===== src/soft_start_frequency_ramp_defines.svh =====
// assertion macros shared by the soft start ramp modules
`ifndef SOFT_START_FREQUENCY_RAMP_DEFINES_SVH
`define SOFT_START_FREQUENCY_RAMP_DEFINES_SVH

// check a property on every clock edge outside reset
`define SSFR_CHECK(lbl, prop, msg) \
  lbl: assert property (@(posedge clk) disable iff (!rst_n) prop) else $error(msg);

// check a property on every clock edge, reset included
`define SSFR_CHECK_ALWAYS(lbl, prop, msg) \
  lbl: assert property (@(posedge clk) prop) else $error(msg);

`endif


===== src/ssfr_pkg.sv =====
// types, constants and helpers of the soft start frequency ramp
`default_nettype none

package ssfr_pkg;

  // field widths
  localparam int FREQ_BITS     = 15;
  localparam int RAW_BITS      = 16;
  localparam int TICK_BITS     = 16;
  localparam int DUTY_BITS     = 10;
  localparam int PERIOD_BITS   = 20;
  localparam int OP_BITS       = 2;
  localparam int CFG_ADDR_BITS = 5;
  localparam int CFG_DATA_BITS = 32;

  // period arithmetic
  localparam int MICROS_PER_SEC = 1000000;
  localparam int MIN_PERIOD_US  = 2;
  localparam int MAX_DRIVE_FREQ = MICROS_PER_SEC / MIN_PERIOD_US;
  localparam int DIV_CNT_BITS   = $clog2(PERIOD_BITS);

  // command queue between front and back
  localparam int QUEUE_DEPTH = 2;
  localparam int QPTR_BITS   = (QUEUE_DEPTH > 1) ? $clog2(QUEUE_DEPTH) : 1;
  localparam int QCNT_BITS   = $clog2(QUEUE_DEPTH + 1);

  // register reset values
  localparam logic [FREQ_BITS-1:0] MAX_FREQ_RST      = FREQ_BITS'(1000);
  localparam logic [FREQ_BITS-1:0] STEP_SIZE_RST     = FREQ_BITS'(10);
  localparam logic [TICK_BITS-1:0] STEP_INTERVAL_RST = TICK_BITS'(100);
  localparam logic [FREQ_BITS-1:0] START_FREQ_RST    = FREQ_BITS'(1);
  localparam logic [DUTY_BITS-1:0] DUTY_RST          = DUTY_BITS'(512);

  // item operation codes
  typedef enum logic [OP_BITS-1:0] {
    OP_TICK    = 2'd0,
    OP_SET     = 2'd1,
    OP_RESTART = 2'd2,
    OP_NONE    = 2'd3
  } op_t;

  // register indexes on the configuration port
  typedef enum logic [2:0] {
    REG_MAX_FREQ      = 3'd0,
    REG_STEP_SIZE     = 3'd1,
    REG_STEP_INTERVAL = 3'd2,
    REG_START_FREQ    = 3'd3,
    REG_DUTY_SETTING  = 3'd4
  } reg_idx_t;

  // classified item from the front
  typedef struct packed {
    op_t                  op;
    logic                 reject;
    logic [FREQ_BITS-1:0] freq;
  } cmd_t;

  // back sequencer states
  typedef enum logic [1:0] {
    BK_IDLE,
    BK_DIV,
    BK_HOLD
  } back_state_t;

  // divider status toward the back
  typedef struct packed {
    logic busy;
    logic done;
  } div_stat_t;

  // active flag after applying frequency f
  function automatic logic drive_active(input logic [FREQ_BITS-1:0] f, input logic cur);
    logic res;
    if (f == '0) begin
      res = 1'b0;
    end else if (32'(f) > 32'(MAX_DRIVE_FREQ)) begin
      res = cur;
    end else begin
      res = 1'b1;
    end
    return res;
  endfunction

endpackage

`default_nettype wire


===== src/ssfr_front.sv =====
// front: accepts items, classifies them and queues them for the back
`default_nettype none

`include "soft_start_frequency_ramp_defines.svh"

module ssfr_front import ssfr_pkg::*; (
  input  wire logic                        clk,
  input  wire logic                        rst_n,
  input  wire logic                        push,
  output logic                             full,
  input  wire logic [OP_BITS-1:0]          in_operation,
  input  wire logic signed [RAW_BITS-1:0]  in_frequency,
  input  wire logic [FREQ_BITS-1:0]        max_freq,
  input  wire logic                        cmd_pop,
  output logic                             cmd_valid,
  output cmd_t                             cmd
);

  localparam logic [QCNT_BITS-1:0] QCNT_MAX = QCNT_BITS'(QUEUE_DEPTH);
  localparam logic [QPTR_BITS-1:0] QPTR_LAST = QPTR_BITS'(QUEUE_DEPTH - 1);
  localparam int CMP_BITS = (FREQ_BITS > RAW_BITS) ? FREQ_BITS : RAW_BITS;

  cmd_t                 q_r [QUEUE_DEPTH];
  logic [QPTR_BITS-1:0] wr_ptr_r, wr_ptr_nxt;
  logic [QPTR_BITS-1:0] rd_ptr_r, rd_ptr_nxt;
  logic [QCNT_BITS-1:0] count_r, count_nxt;
  logic                 wr_en;
  logic [RAW_BITS-1:0]  raw;
  cmd_t                 cls;

  // classify the incoming item
  always_comb begin
    raw        = $unsigned(in_frequency);
    cls.op     = op_t'(in_operation);
    cls.freq   = FREQ_BITS'(raw);
    cls.reject = raw[RAW_BITS-1] || (CMP_BITS'(raw) > CMP_BITS'(max_freq));
  end

  // queue flags and pointers
  assign full      = (count_r == QCNT_MAX);
  assign cmd_valid = (count_r != '0);
  assign cmd       = q_r[rd_ptr_r];
  assign wr_en     = push && !full;

  always_comb begin
    wr_ptr_nxt = wr_ptr_r;
    rd_ptr_nxt = rd_ptr_r;
    count_nxt  = count_r;
    if (wr_en) begin
      wr_ptr_nxt = (wr_ptr_r == QPTR_LAST) ? '0 : wr_ptr_r + QPTR_BITS'(1);
    end
    if (cmd_pop) begin
      rd_ptr_nxt = (rd_ptr_r == QPTR_LAST) ? '0 : rd_ptr_r + QPTR_BITS'(1);
    end
    if (wr_en && !cmd_pop) begin
      count_nxt = count_r + QCNT_BITS'(1);
    end else if (!wr_en && cmd_pop) begin
      count_nxt = count_r - QCNT_BITS'(1);
    end
  end

  always_ff @(posedge clk) begin
    if (!rst_n) begin
      wr_ptr_r <= '0;
      rd_ptr_r <= '0;
      count_r  <= '0;
    end else begin
      wr_ptr_r <= wr_ptr_nxt;
      rd_ptr_r <= rd_ptr_nxt;
      count_r  <= count_nxt;
    end
  end

  // queue storage
  always_ff @(posedge clk) begin
    if (wr_en) begin
      q_r[wr_ptr_r] <= cls;
    end
  end

  `SSFR_CHECK(a_queue_bound, count_r <= QCNT_MAX, "command queue count above depth")
  `SSFR_CHECK(a_no_pop_empty, cmd_pop |-> cmd_valid, "command popped from empty queue")

endmodule

`default_nettype wire


===== src/ssfr_div.sv =====
// iterative restoring divider for the period, one quotient bit per cycle
`default_nettype none

module ssfr_div import ssfr_pkg::*; (
  input  wire logic                   clk,
  input  wire logic                   rst_n,
  input  wire logic                   start,
  input  wire logic [FREQ_BITS-1:0]   divisor,
  output logic [PERIOD_BITS-1:0]      quotient,
  output div_stat_t                   stat
);

  logic                    busy_r, busy_nxt;
  logic                    done_r, done_nxt;
  logic [DIV_CNT_BITS-1:0] cnt_r, cnt_nxt;
  logic [PERIOD_BITS-1:0]  acc_r, acc_nxt;
  logic [FREQ_BITS-1:0]    rem_r, rem_nxt;
  logic [FREQ_BITS-1:0]    dsr_r, dsr_nxt;
  logic [FREQ_BITS:0]      trial;
  logic                    fits;

  // one shift and trial subtract per cycle
  always_comb begin
    trial    = {rem_r, acc_r[PERIOD_BITS-1]};
    fits     = (trial >= {1'b0, dsr_r});
    busy_nxt = busy_r;
    done_nxt = 1'b0;
    cnt_nxt  = cnt_r;
    acc_nxt  = acc_r;
    rem_nxt  = rem_r;
    dsr_nxt  = dsr_r;
    if (start) begin
      busy_nxt = 1'b1;
      cnt_nxt  = DIV_CNT_BITS'(PERIOD_BITS - 1);
      acc_nxt  = PERIOD_BITS'(MICROS_PER_SEC);
      rem_nxt  = '0;
      dsr_nxt  = divisor;
    end else if (busy_r) begin
      acc_nxt = {acc_r[PERIOD_BITS-2:0], fits};
      rem_nxt = fits ? FREQ_BITS'(trial - {1'b0, dsr_r}) : FREQ_BITS'(trial);
      cnt_nxt = cnt_r - DIV_CNT_BITS'(1);
      if (cnt_r == '0) begin
        busy_nxt = 1'b0;
        done_nxt = 1'b1;
      end
    end
  end

  always_ff @(posedge clk) begin
    if (!rst_n) begin
      busy_r <= 1'b0;
      done_r <= 1'b0;
    end else begin
      busy_r <= busy_nxt;
      done_r <= done_nxt;
    end
  end

  // datapath registers
  always_ff @(posedge clk) begin
    cnt_r <= cnt_nxt;
    acc_r <= acc_nxt;
    rem_r <= rem_nxt;
    dsr_r <= dsr_nxt;
  end

  assign quotient  = acc_r;
  assign stat.busy = busy_r;
  assign stat.done = done_r;

endmodule

`default_nettype wire


===== src/ssfr_back.sv =====
// back: ramp state update, period sequencing and the result register
`default_nettype none

`include "soft_start_frequency_ramp_defines.svh"

module ssfr_back import ssfr_pkg::*; (
  input  wire logic                   clk,
  input  wire logic                   rst_n,
  input  wire logic                   cmd_valid,
  input  wire cmd_t                   cmd,
  output logic                        cmd_pop,
  input  wire logic [FREQ_BITS-1:0]   step_size,
  input  wire logic [TICK_BITS-1:0]   step_interval,
  input  wire logic [FREQ_BITS-1:0]   start_freq,
  input  wire logic [DUTY_BITS-1:0]   duty_setting,
  output logic                        empty,
  input  wire logic                   pop,
  output logic [FREQ_BITS-1:0]        out_current_freq,
  output logic [FREQ_BITS-1:0]        out_target_freq,
  output logic [PERIOD_BITS-1:0]      out_period_us,
  output logic [DUTY_BITS-1:0]        out_duty_out,
  output logic                        out_output_on,
  output logic                        out_status
);

  back_state_t state_r, state_nxt;

  // ramp state
  logic [FREQ_BITS-1:0] target_r, target_nxt;
  logic [FREQ_BITS-1:0] current_r, current_nxt;
  logic [TICK_BITS-1:0] elapsed_r, elapsed_nxt;
  logic                 pending_r, pending_nxt;
  logic                 active_r, active_nxt;

  // result register
  logic [FREQ_BITS-1:0]   res_current_r, res_target_r;
  logic [PERIOD_BITS-1:0] res_period_r;
  logic [DUTY_BITS-1:0]   res_duty_r;
  logic                   res_on_r, res_status_r;
  logic                   status_nxt;

  logic [TICK_BITS-1:0]   elapsed_inc;
  logic [FREQ_BITS:0]     step_sum;
  logic [FREQ_BITS-1:0]   stepped;
  logic                   step_go;
  logic                   take;
  logic                   div_start;
  logic [PERIOD_BITS-1:0] div_q;
  div_stat_t              div_stat;

  ssfr_div u_div (
    .clk      (clk),
    .rst_n    (rst_n),
    .start    (div_start),
    .divisor  (current_nxt),
    .quotient (div_q),
    .stat     (div_stat)
  );

  // tick arithmetic
  always_comb begin
    elapsed_inc = (elapsed_r != '1) ? elapsed_r + TICK_BITS'(1) : elapsed_r;
    step_sum    = {1'b0, current_r} + {1'b0, step_size};
    stepped     = (step_sum > {1'b0, target_r}) ? target_r : FREQ_BITS'(step_sum);
    step_go     = (target_r != '0) && (current_r < target_r) &&
                  (elapsed_inc >= step_interval);
  end

  // effect of one item on the ramp state
  always_comb begin
    target_nxt  = target_r;
    current_nxt = current_r;
    elapsed_nxt = elapsed_r;
    pending_nxt = pending_r;
    active_nxt  = active_r;
    status_nxt  = 1'b0;
    case (cmd.op)
      OP_TICK: begin
        elapsed_nxt = elapsed_inc;
        if (step_go) begin
          current_nxt = stepped;
          active_nxt  = drive_active(stepped, active_r);
          elapsed_nxt = '0;
          if (stepped >= target_r) begin
            pending_nxt = 1'b0;
          end
        end
      end
      OP_SET: begin
        if (cmd.reject) begin
          status_nxt = 1'b1;
        end else if (cmd.freq != target_r) begin
          target_nxt = cmd.freq;
          if (cmd.freq == '0) begin
            current_nxt = '0;
            active_nxt  = 1'b0;
          end else if (!pending_r) begin
            current_nxt = start_freq;
            active_nxt  = drive_active(start_freq, active_r);
            elapsed_nxt = '0;
          end
        end
      end
      OP_RESTART: begin
        if (target_r != '0) begin
          pending_nxt = 1'b1;
          current_nxt = start_freq;
          active_nxt  = drive_active(start_freq, active_r);
          elapsed_nxt = '0;
        end
      end
      default: begin
      end
    endcase
  end

  // sequencer next state
  always_comb begin
    state_nxt = state_r;
    take      = 1'b0;
    div_start = 1'b0;
    case (state_r)
      BK_IDLE: begin
        if (cmd_valid) begin
          take      = 1'b1;
          div_start = active_nxt && (current_nxt != '0);
          state_nxt = div_start ? BK_DIV : BK_HOLD;
        end
      end
      BK_DIV: begin
        if (div_stat.done) begin
          state_nxt = BK_HOLD;
        end
      end
      BK_HOLD: begin
        if (pop) begin
          state_nxt = BK_IDLE;
        end
      end
      default: begin
        state_nxt = BK_IDLE;
      end
    endcase
  end

  assign cmd_pop = take;
  assign empty   = (state_r != BK_HOLD);

  // control and ramp state registers
  always_ff @(posedge clk) begin
    if (!rst_n) begin
      state_r   <= BK_IDLE;
      target_r  <= '0;
      current_r <= '0;
      elapsed_r <= '0;
      pending_r <= 1'b0;
      active_r  <= 1'b0;
    end else begin
      state_r <= state_nxt;
      if (take) begin
        target_r  <= target_nxt;
        current_r <= current_nxt;
        elapsed_r <= elapsed_nxt;
        pending_r <= pending_nxt;
        active_r  <= active_nxt;
      end
    end
  end

  // result payload
  always_ff @(posedge clk) begin
    if (take) begin
      res_current_r <= current_nxt;
      res_target_r  <= target_nxt;
      res_duty_r    <= active_nxt ? duty_setting : '0;
      res_on_r      <= active_nxt;
      res_status_r  <= status_nxt;
      res_period_r  <= '0;
    end else if (state_r == BK_DIV && div_stat.done) begin
      res_period_r  <= div_q;
    end
  end

  assign out_current_freq = res_current_r;
  assign out_target_freq  = res_target_r;
  assign out_period_us    = res_period_r;
  assign out_duty_out     = res_duty_r;
  assign out_output_on    = res_on_r;
  assign out_status       = res_status_r;

  `SSFR_CHECK(a_active_nonzero, active_r |-> (current_r != '0), "active with zero frequency")
  `SSFR_CHECK(a_div_tracks_state, (state_r == BK_DIV) |-> (div_stat.busy || div_stat.done), "waiting on idle divider")
  `SSFR_CHECK(a_duty_needs_on, (state_r == BK_HOLD && res_duty_r != '0) |-> res_on_r, "duty shown while output off")
  `SSFR_CHECK(a_period_needs_on, (state_r == BK_HOLD && res_period_r != '0) |-> res_on_r, "period shown while output off")

endmodule

`default_nettype wire


===== src/soft_start_frequency_ramp.sv =====
// top level of the soft start frequency ramp: register file and front/back
//
// channel   direction  handshake               payload
// in        input      push / full             in_operation, in_frequency
// out       output     empty / pop             current, target, period, duty, on, status
// cfg       input      psel/penable/pwrite     paddr, pwdata, prdata (pready tied high)
//
// an item goes straight to the result register when the output is off, while one that
// shows a period waits on a restoring divider that produces one quotient bit a cycle
// a two-entry command queue accepts items until full while the back waits on pop
// rst_n is synchronous; after reset all ramp state is zero and registers hold defaults
`default_nettype none

module soft_start_frequency_ramp import ssfr_pkg::*; (
  input  wire logic                         clk,
  input  wire logic                         rst_n,
  // item input
  input  wire logic                         push,
  output logic                              full,
  input  wire logic [OP_BITS-1:0]           in_operation,
  input  wire logic signed [RAW_BITS-1:0]   in_frequency,
  // result output
  output logic                              empty,
  input  wire logic                         pop,
  output logic [FREQ_BITS-1:0]              out_current_freq,
  output logic [FREQ_BITS-1:0]              out_target_freq,
  output logic [PERIOD_BITS-1:0]            out_period_us,
  output logic [DUTY_BITS-1:0]              out_duty_out,
  output logic                              out_output_on,
  output logic                              out_status,
  // configuration
  input  wire logic                         psel,
  input  wire logic                         penable,
  input  wire logic                         pwrite,
  input  wire logic [CFG_ADDR_BITS-1:0]     paddr,
  input  wire logic [CFG_DATA_BITS-1:0]     pwdata,
  output logic [CFG_DATA_BITS-1:0]          prdata,
  output logic                              pready
);

  logic [FREQ_BITS-1:0] max_freq_r;
  logic [FREQ_BITS-1:0] step_size_r;
  logic [TICK_BITS-1:0] step_interval_r;
  logic [FREQ_BITS-1:0] start_freq_r;
  logic [DUTY_BITS-1:0] duty_setting_r;
  logic                 cfg_wr;
  reg_idx_t             cfg_idx;
  logic                 cmd_valid;
  logic                 cmd_pop;
  cmd_t                 cmd;

  // register decode
  assign pready  = 1'b1;
  assign cfg_wr  = psel && penable && pwrite && pready;
  assign cfg_idx = reg_idx_t'(paddr[CFG_ADDR_BITS-1:2]);

  always_ff @(posedge clk) begin
    if (!rst_n) begin
      max_freq_r      <= MAX_FREQ_RST;
      step_size_r     <= STEP_SIZE_RST;
      step_interval_r <= STEP_INTERVAL_RST;
      start_freq_r    <= START_FREQ_RST;
      duty_setting_r  <= DUTY_RST;
    end else if (cfg_wr) begin
      case (cfg_idx)
        REG_MAX_FREQ:      max_freq_r      <= pwdata[FREQ_BITS-1:0];
        REG_STEP_SIZE:     step_size_r     <= pwdata[FREQ_BITS-1:0];
        REG_STEP_INTERVAL: step_interval_r <= pwdata[TICK_BITS-1:0];
        REG_START_FREQ:    start_freq_r    <= pwdata[FREQ_BITS-1:0];
        REG_DUTY_SETTING:  duty_setting_r  <= pwdata[DUTY_BITS-1:0];
        default: begin
        end
      endcase
    end
  end

  // register readback
  always_comb begin
    case (cfg_idx)
      REG_MAX_FREQ:      prdata = CFG_DATA_BITS'(max_freq_r);
      REG_STEP_SIZE:     prdata = CFG_DATA_BITS'(step_size_r);
      REG_STEP_INTERVAL: prdata = CFG_DATA_BITS'(step_interval_r);
      REG_START_FREQ:    prdata = CFG_DATA_BITS'(start_freq_r);
      REG_DUTY_SETTING:  prdata = CFG_DATA_BITS'(duty_setting_r);
      default:           prdata = '0;
    endcase
  end

  // item intake and classification
  ssfr_front u_front (
    .clk          (clk),
    .rst_n        (rst_n),
    .push         (push),
    .full         (full),
    .in_operation (in_operation),
    .in_frequency (in_frequency),
    .max_freq     (max_freq_r),
    .cmd_pop      (cmd_pop),
    .cmd_valid    (cmd_valid),
    .cmd          (cmd)
  );

  // ramp engine and result register
  ssfr_back u_back (
    .clk              (clk),
    .rst_n            (rst_n),
    .cmd_valid        (cmd_valid),
    .cmd              (cmd),
    .cmd_pop          (cmd_pop),
    .step_size        (step_size_r),
    .step_interval    (step_interval_r),
    .start_freq       (start_freq_r),
    .duty_setting     (duty_setting_r),
    .empty            (empty),
    .pop              (pop),
    .out_current_freq (out_current_freq),
    .out_target_freq  (out_target_freq),
    .out_period_us    (out_period_us),
    .out_duty_out     (out_duty_out),
    .out_output_on    (out_output_on),
    .out_status       (out_status)
  );

endmodule

`default_nettype wire


===== config.mk =====
export PLATFORM = sky130hd
export DESIGN_NAME = soft_start_frequency_ramp
export DESIGN_NICKNAME = d
export VERILOG_FILES = /design/src/ssfr_pkg.sv /design/src/ssfr_front.sv /design/src/ssfr_div.sv /design/src/ssfr_back.sv /design/src/soft_start_frequency_ramp.sv
export VERILOG_INCLUDE_DIRS = /design/src /design/src/src
export SDC_FILE = /design/constraint.sdc
export NUM_CORES = 1
export LEC_CHECK = 0
export ABC_AREA = 1
export BUFFER_PORTS_ARGS = -buffer_cell sky130_fd_sc_hd__clkbuf_2
export CAP_MARGIN = 20
export CORE_AREA = 8 8 271 207
export DETAILED_ROUTE_END_ITERATION = 10
export DIE_AREA = 0 0 279 215
export GPL_TIMING_DRIVEN = 0
export PLACE_DENSITY = 0.53
export SYNTH_ARGS = -nofsm -noshare
export SYNTH_HDL_FRONTEND = slang
export SYNTH_HIERARCHICAL = 1
export SYNTH_SLANG_ARGS = --single-unit

===== constraint.sdc =====
create_clock -name clk -period 5 [get_ports clk]
set_input_delay 0.25 -clock clk [delete_from_list [all_inputs] [get_ports clk]]
set_output_delay 0.25 -clock clk [all_outputs]
set_load 0.1 [all_outputs]

==> metrics <==
Critical Path Start Type=flop; post-synthesis instance area=17900 sq um; TritonCTS clock tree=built; min-delay src=pwdata[3]; antenna violations before repair=0; f_max=roughly 0.21 GHz; # port buffers=120; Hold Path Stages=3; core area=52200 sq um; Hold Crit Class=primary input to flop; Vias=17000; data required time of the worst path=approximately 5.2 ns; dpl hpwl=slightly below 50 mm; Synth Instances=~2500; Crit Path Category=flop to flop; total power=13.4 mW; YS warnings=6; max incr delay on CP=between 0.3 and 0.4 ns; R2R depth=29; Final Net Count=between 2000 and 3000; TritonCTS Buffers=34; Tmin final=roughly 4.8 ns; n_diodes=0; Starting Density=0.343; Starting DRT DRC Count=~1400; critical path data arrival time=roughly 5 ns; worst clock skew=~0.014 ns; CTS Buffer Depth=3; Clock Latency Late Sink=~0.55 ns; WHS Endpoint=step_size_r[3]$_SDFFE_PN1P_; most frequent CP cell=nand2_1; Placer Congestion=just over 0.9; PwrDens=roughly 630 nW/um^2; Inst Count DP=between 3000 and 4000; final hold viol count=0; RR Startpoint=u_back/elapsed_r[6]$_SDFFE_PN0P_; ANT nets after route=0; share of layout cells above drive strength 1=0.156; I/O pin cnt=approximately 160; area of the multi-input gates=a little under 10000 sq um; crit path max fanout=13; final setup violation count=0; register area=6580 sq um; Rows=73; first-pass GRT wire length=slightly above 90 mm; WL/cell=approximately 18 um; final worst path period share=0.957; Slew Limit Fails=0; dpl ws=-0.994 ns; fill cell total of the finished layout=around 5500; # DRC=0; FF-to-FF setup slack=between 0.2 and 0.25 ns; Clock Sinks=between 200 and 300; Die Y=approximately 220 um; commonest non-fill, non-tap cell in the layout=nand2_1; status=complete, no violations; final core utilization=0.409; GRT Util Overall=0.197; crit end category=flop; clock slew at reported path FFs=0.06 ns; most frequent cells in the layout=649 x nand2_1, 335 x nor2_1, 300 x inv_1; final worst setup slack=around 0.21 ns; Mean Syn Cell Area=7.13 sq um; H-tree depth=2; Worst-Margin Slew=0.819 ns; FF-to-FF End=u_back/u_div/dsr_r[4]$_DFFE_PP_; LEAKAGE=around 10 nW; Routed WL=61.4 mm; Slowest cell on crit path=dfxtp_1; Die W=about 280 um; Max Cap Violations=0; First-pass DRT Iterations=7; drt via density=just under 5; Final Instance Count excl. Fillers=approximately 3500; full die area=about 60000 sq um; Peak VDD IR=0.326 mV; largest net degree at the start of global routing=35; total grt overflow=0; Layout area overhead=19.4%; Slew headroom=0.454; vias in the first global route=between 15000 and 20000; clk root buf=clkbuf_16
per-layer routing:
layer,GRT usage,up-vias,wire length (um)
met5,0,-,0
met4,0.0583,0,1540
met3,0.0464,85,4870
met2,0.290,526,25500
met1,0.284,7890,29400
li1,-,8539,-
layout make-up:
type,count,area share
multi-input combinational,1800,0.450
sequential,281,0.308
inverter,327,0.0582
timing repair buffer,175,0.0524
clock buffer,53,0.0499
tap,712,0.0417
buffer,116,0.0354
clock inverter,8,0.00451
power by group:
| group | leakage [nW] | switching (mW) | internal (mW) |
|---|---|---|---|
| Sequential | 2.42 | 0.432 | 3.02 |
| Combinational | 7.29 | 5.24 | 2.10 |
| Clock | 0.571 | 0.997 | 1.57 |
state kept, by name (all words and copies together), names as in the netlist, 16 cells and up, named ones only:
name                   flops
step_interval_r           16
u_back/elapsed_r          16
u_back/out_period_us      20
u_back/u_div/quotient     20
u_front/q_r               36
worst max-delay path, delay by kind of cell (launching register included):
kind	cells	cell delay, ns
xor+xnor	1	0.17
simple gates	23	3.00
fa+ha+maj	1	0.31
flops	1	0.36
buf+inv	4	0.63
worst max path at each step:
stage,start,endpoint,slack (ns)
after floorplan,u_back/elapsed_r[0]$_SDFFE_PN0P_,u_back/u_div/cnt_r[2]$_SDFFE_PP0P_,0.28
after global placement,u_back/elapsed_r[0]$_SDFFE_PN0P_,u_back/u_div/quotient[11]$_SDFFE_PP0P_,-1.88
after detailed placement,u_back/elapsed_r[0]$_SDFFE_PN0P_,u_back/u_div/cnt_r[3]$_SDFFE_PP0P_,-0.99
after CTS,u_back/elapsed_r[4]$_SDFFE_PN0P_,u_back/u_div/dsr_r[4]$_DFFE_PP_,0.005
after global routing,u_back/elapsed_r[4]$_SDFFE_PN0P_,u_back/u_div/cnt_r[1]$_SDFFE_PP1P_,-0.05
final,u_back/elapsed_r[6]$_SDFFE_PN0P_,u_back/u_div/dsr_r[4]$_DFFE_PP_,0.21
timing repair:
item | 4_1_cts | 5_1_grt
setup buffers | 4 | 25
pin swaps | 3 | 30
setup endpoints to repair | 58 | 58
gates resized for setup | 24 | 60
gates cloned | 0 | 1
hold buffers | 22 | 0
endpoints found under the hold margin | 39 | 0
per-stage QoR:
step	setup TNS [ns]	cell area (sq um)	hold WS, ns
final	0	21400	0.0433
after global routing	-1.30	21400	0.0304
after CTS	0	21000	0.0117
after detailed placement	-48.61	19500	0.446
after global placement	-98.76	19400	0.439
after floorplan	0	17900	0.349
(Power assumes the default switching activity.)
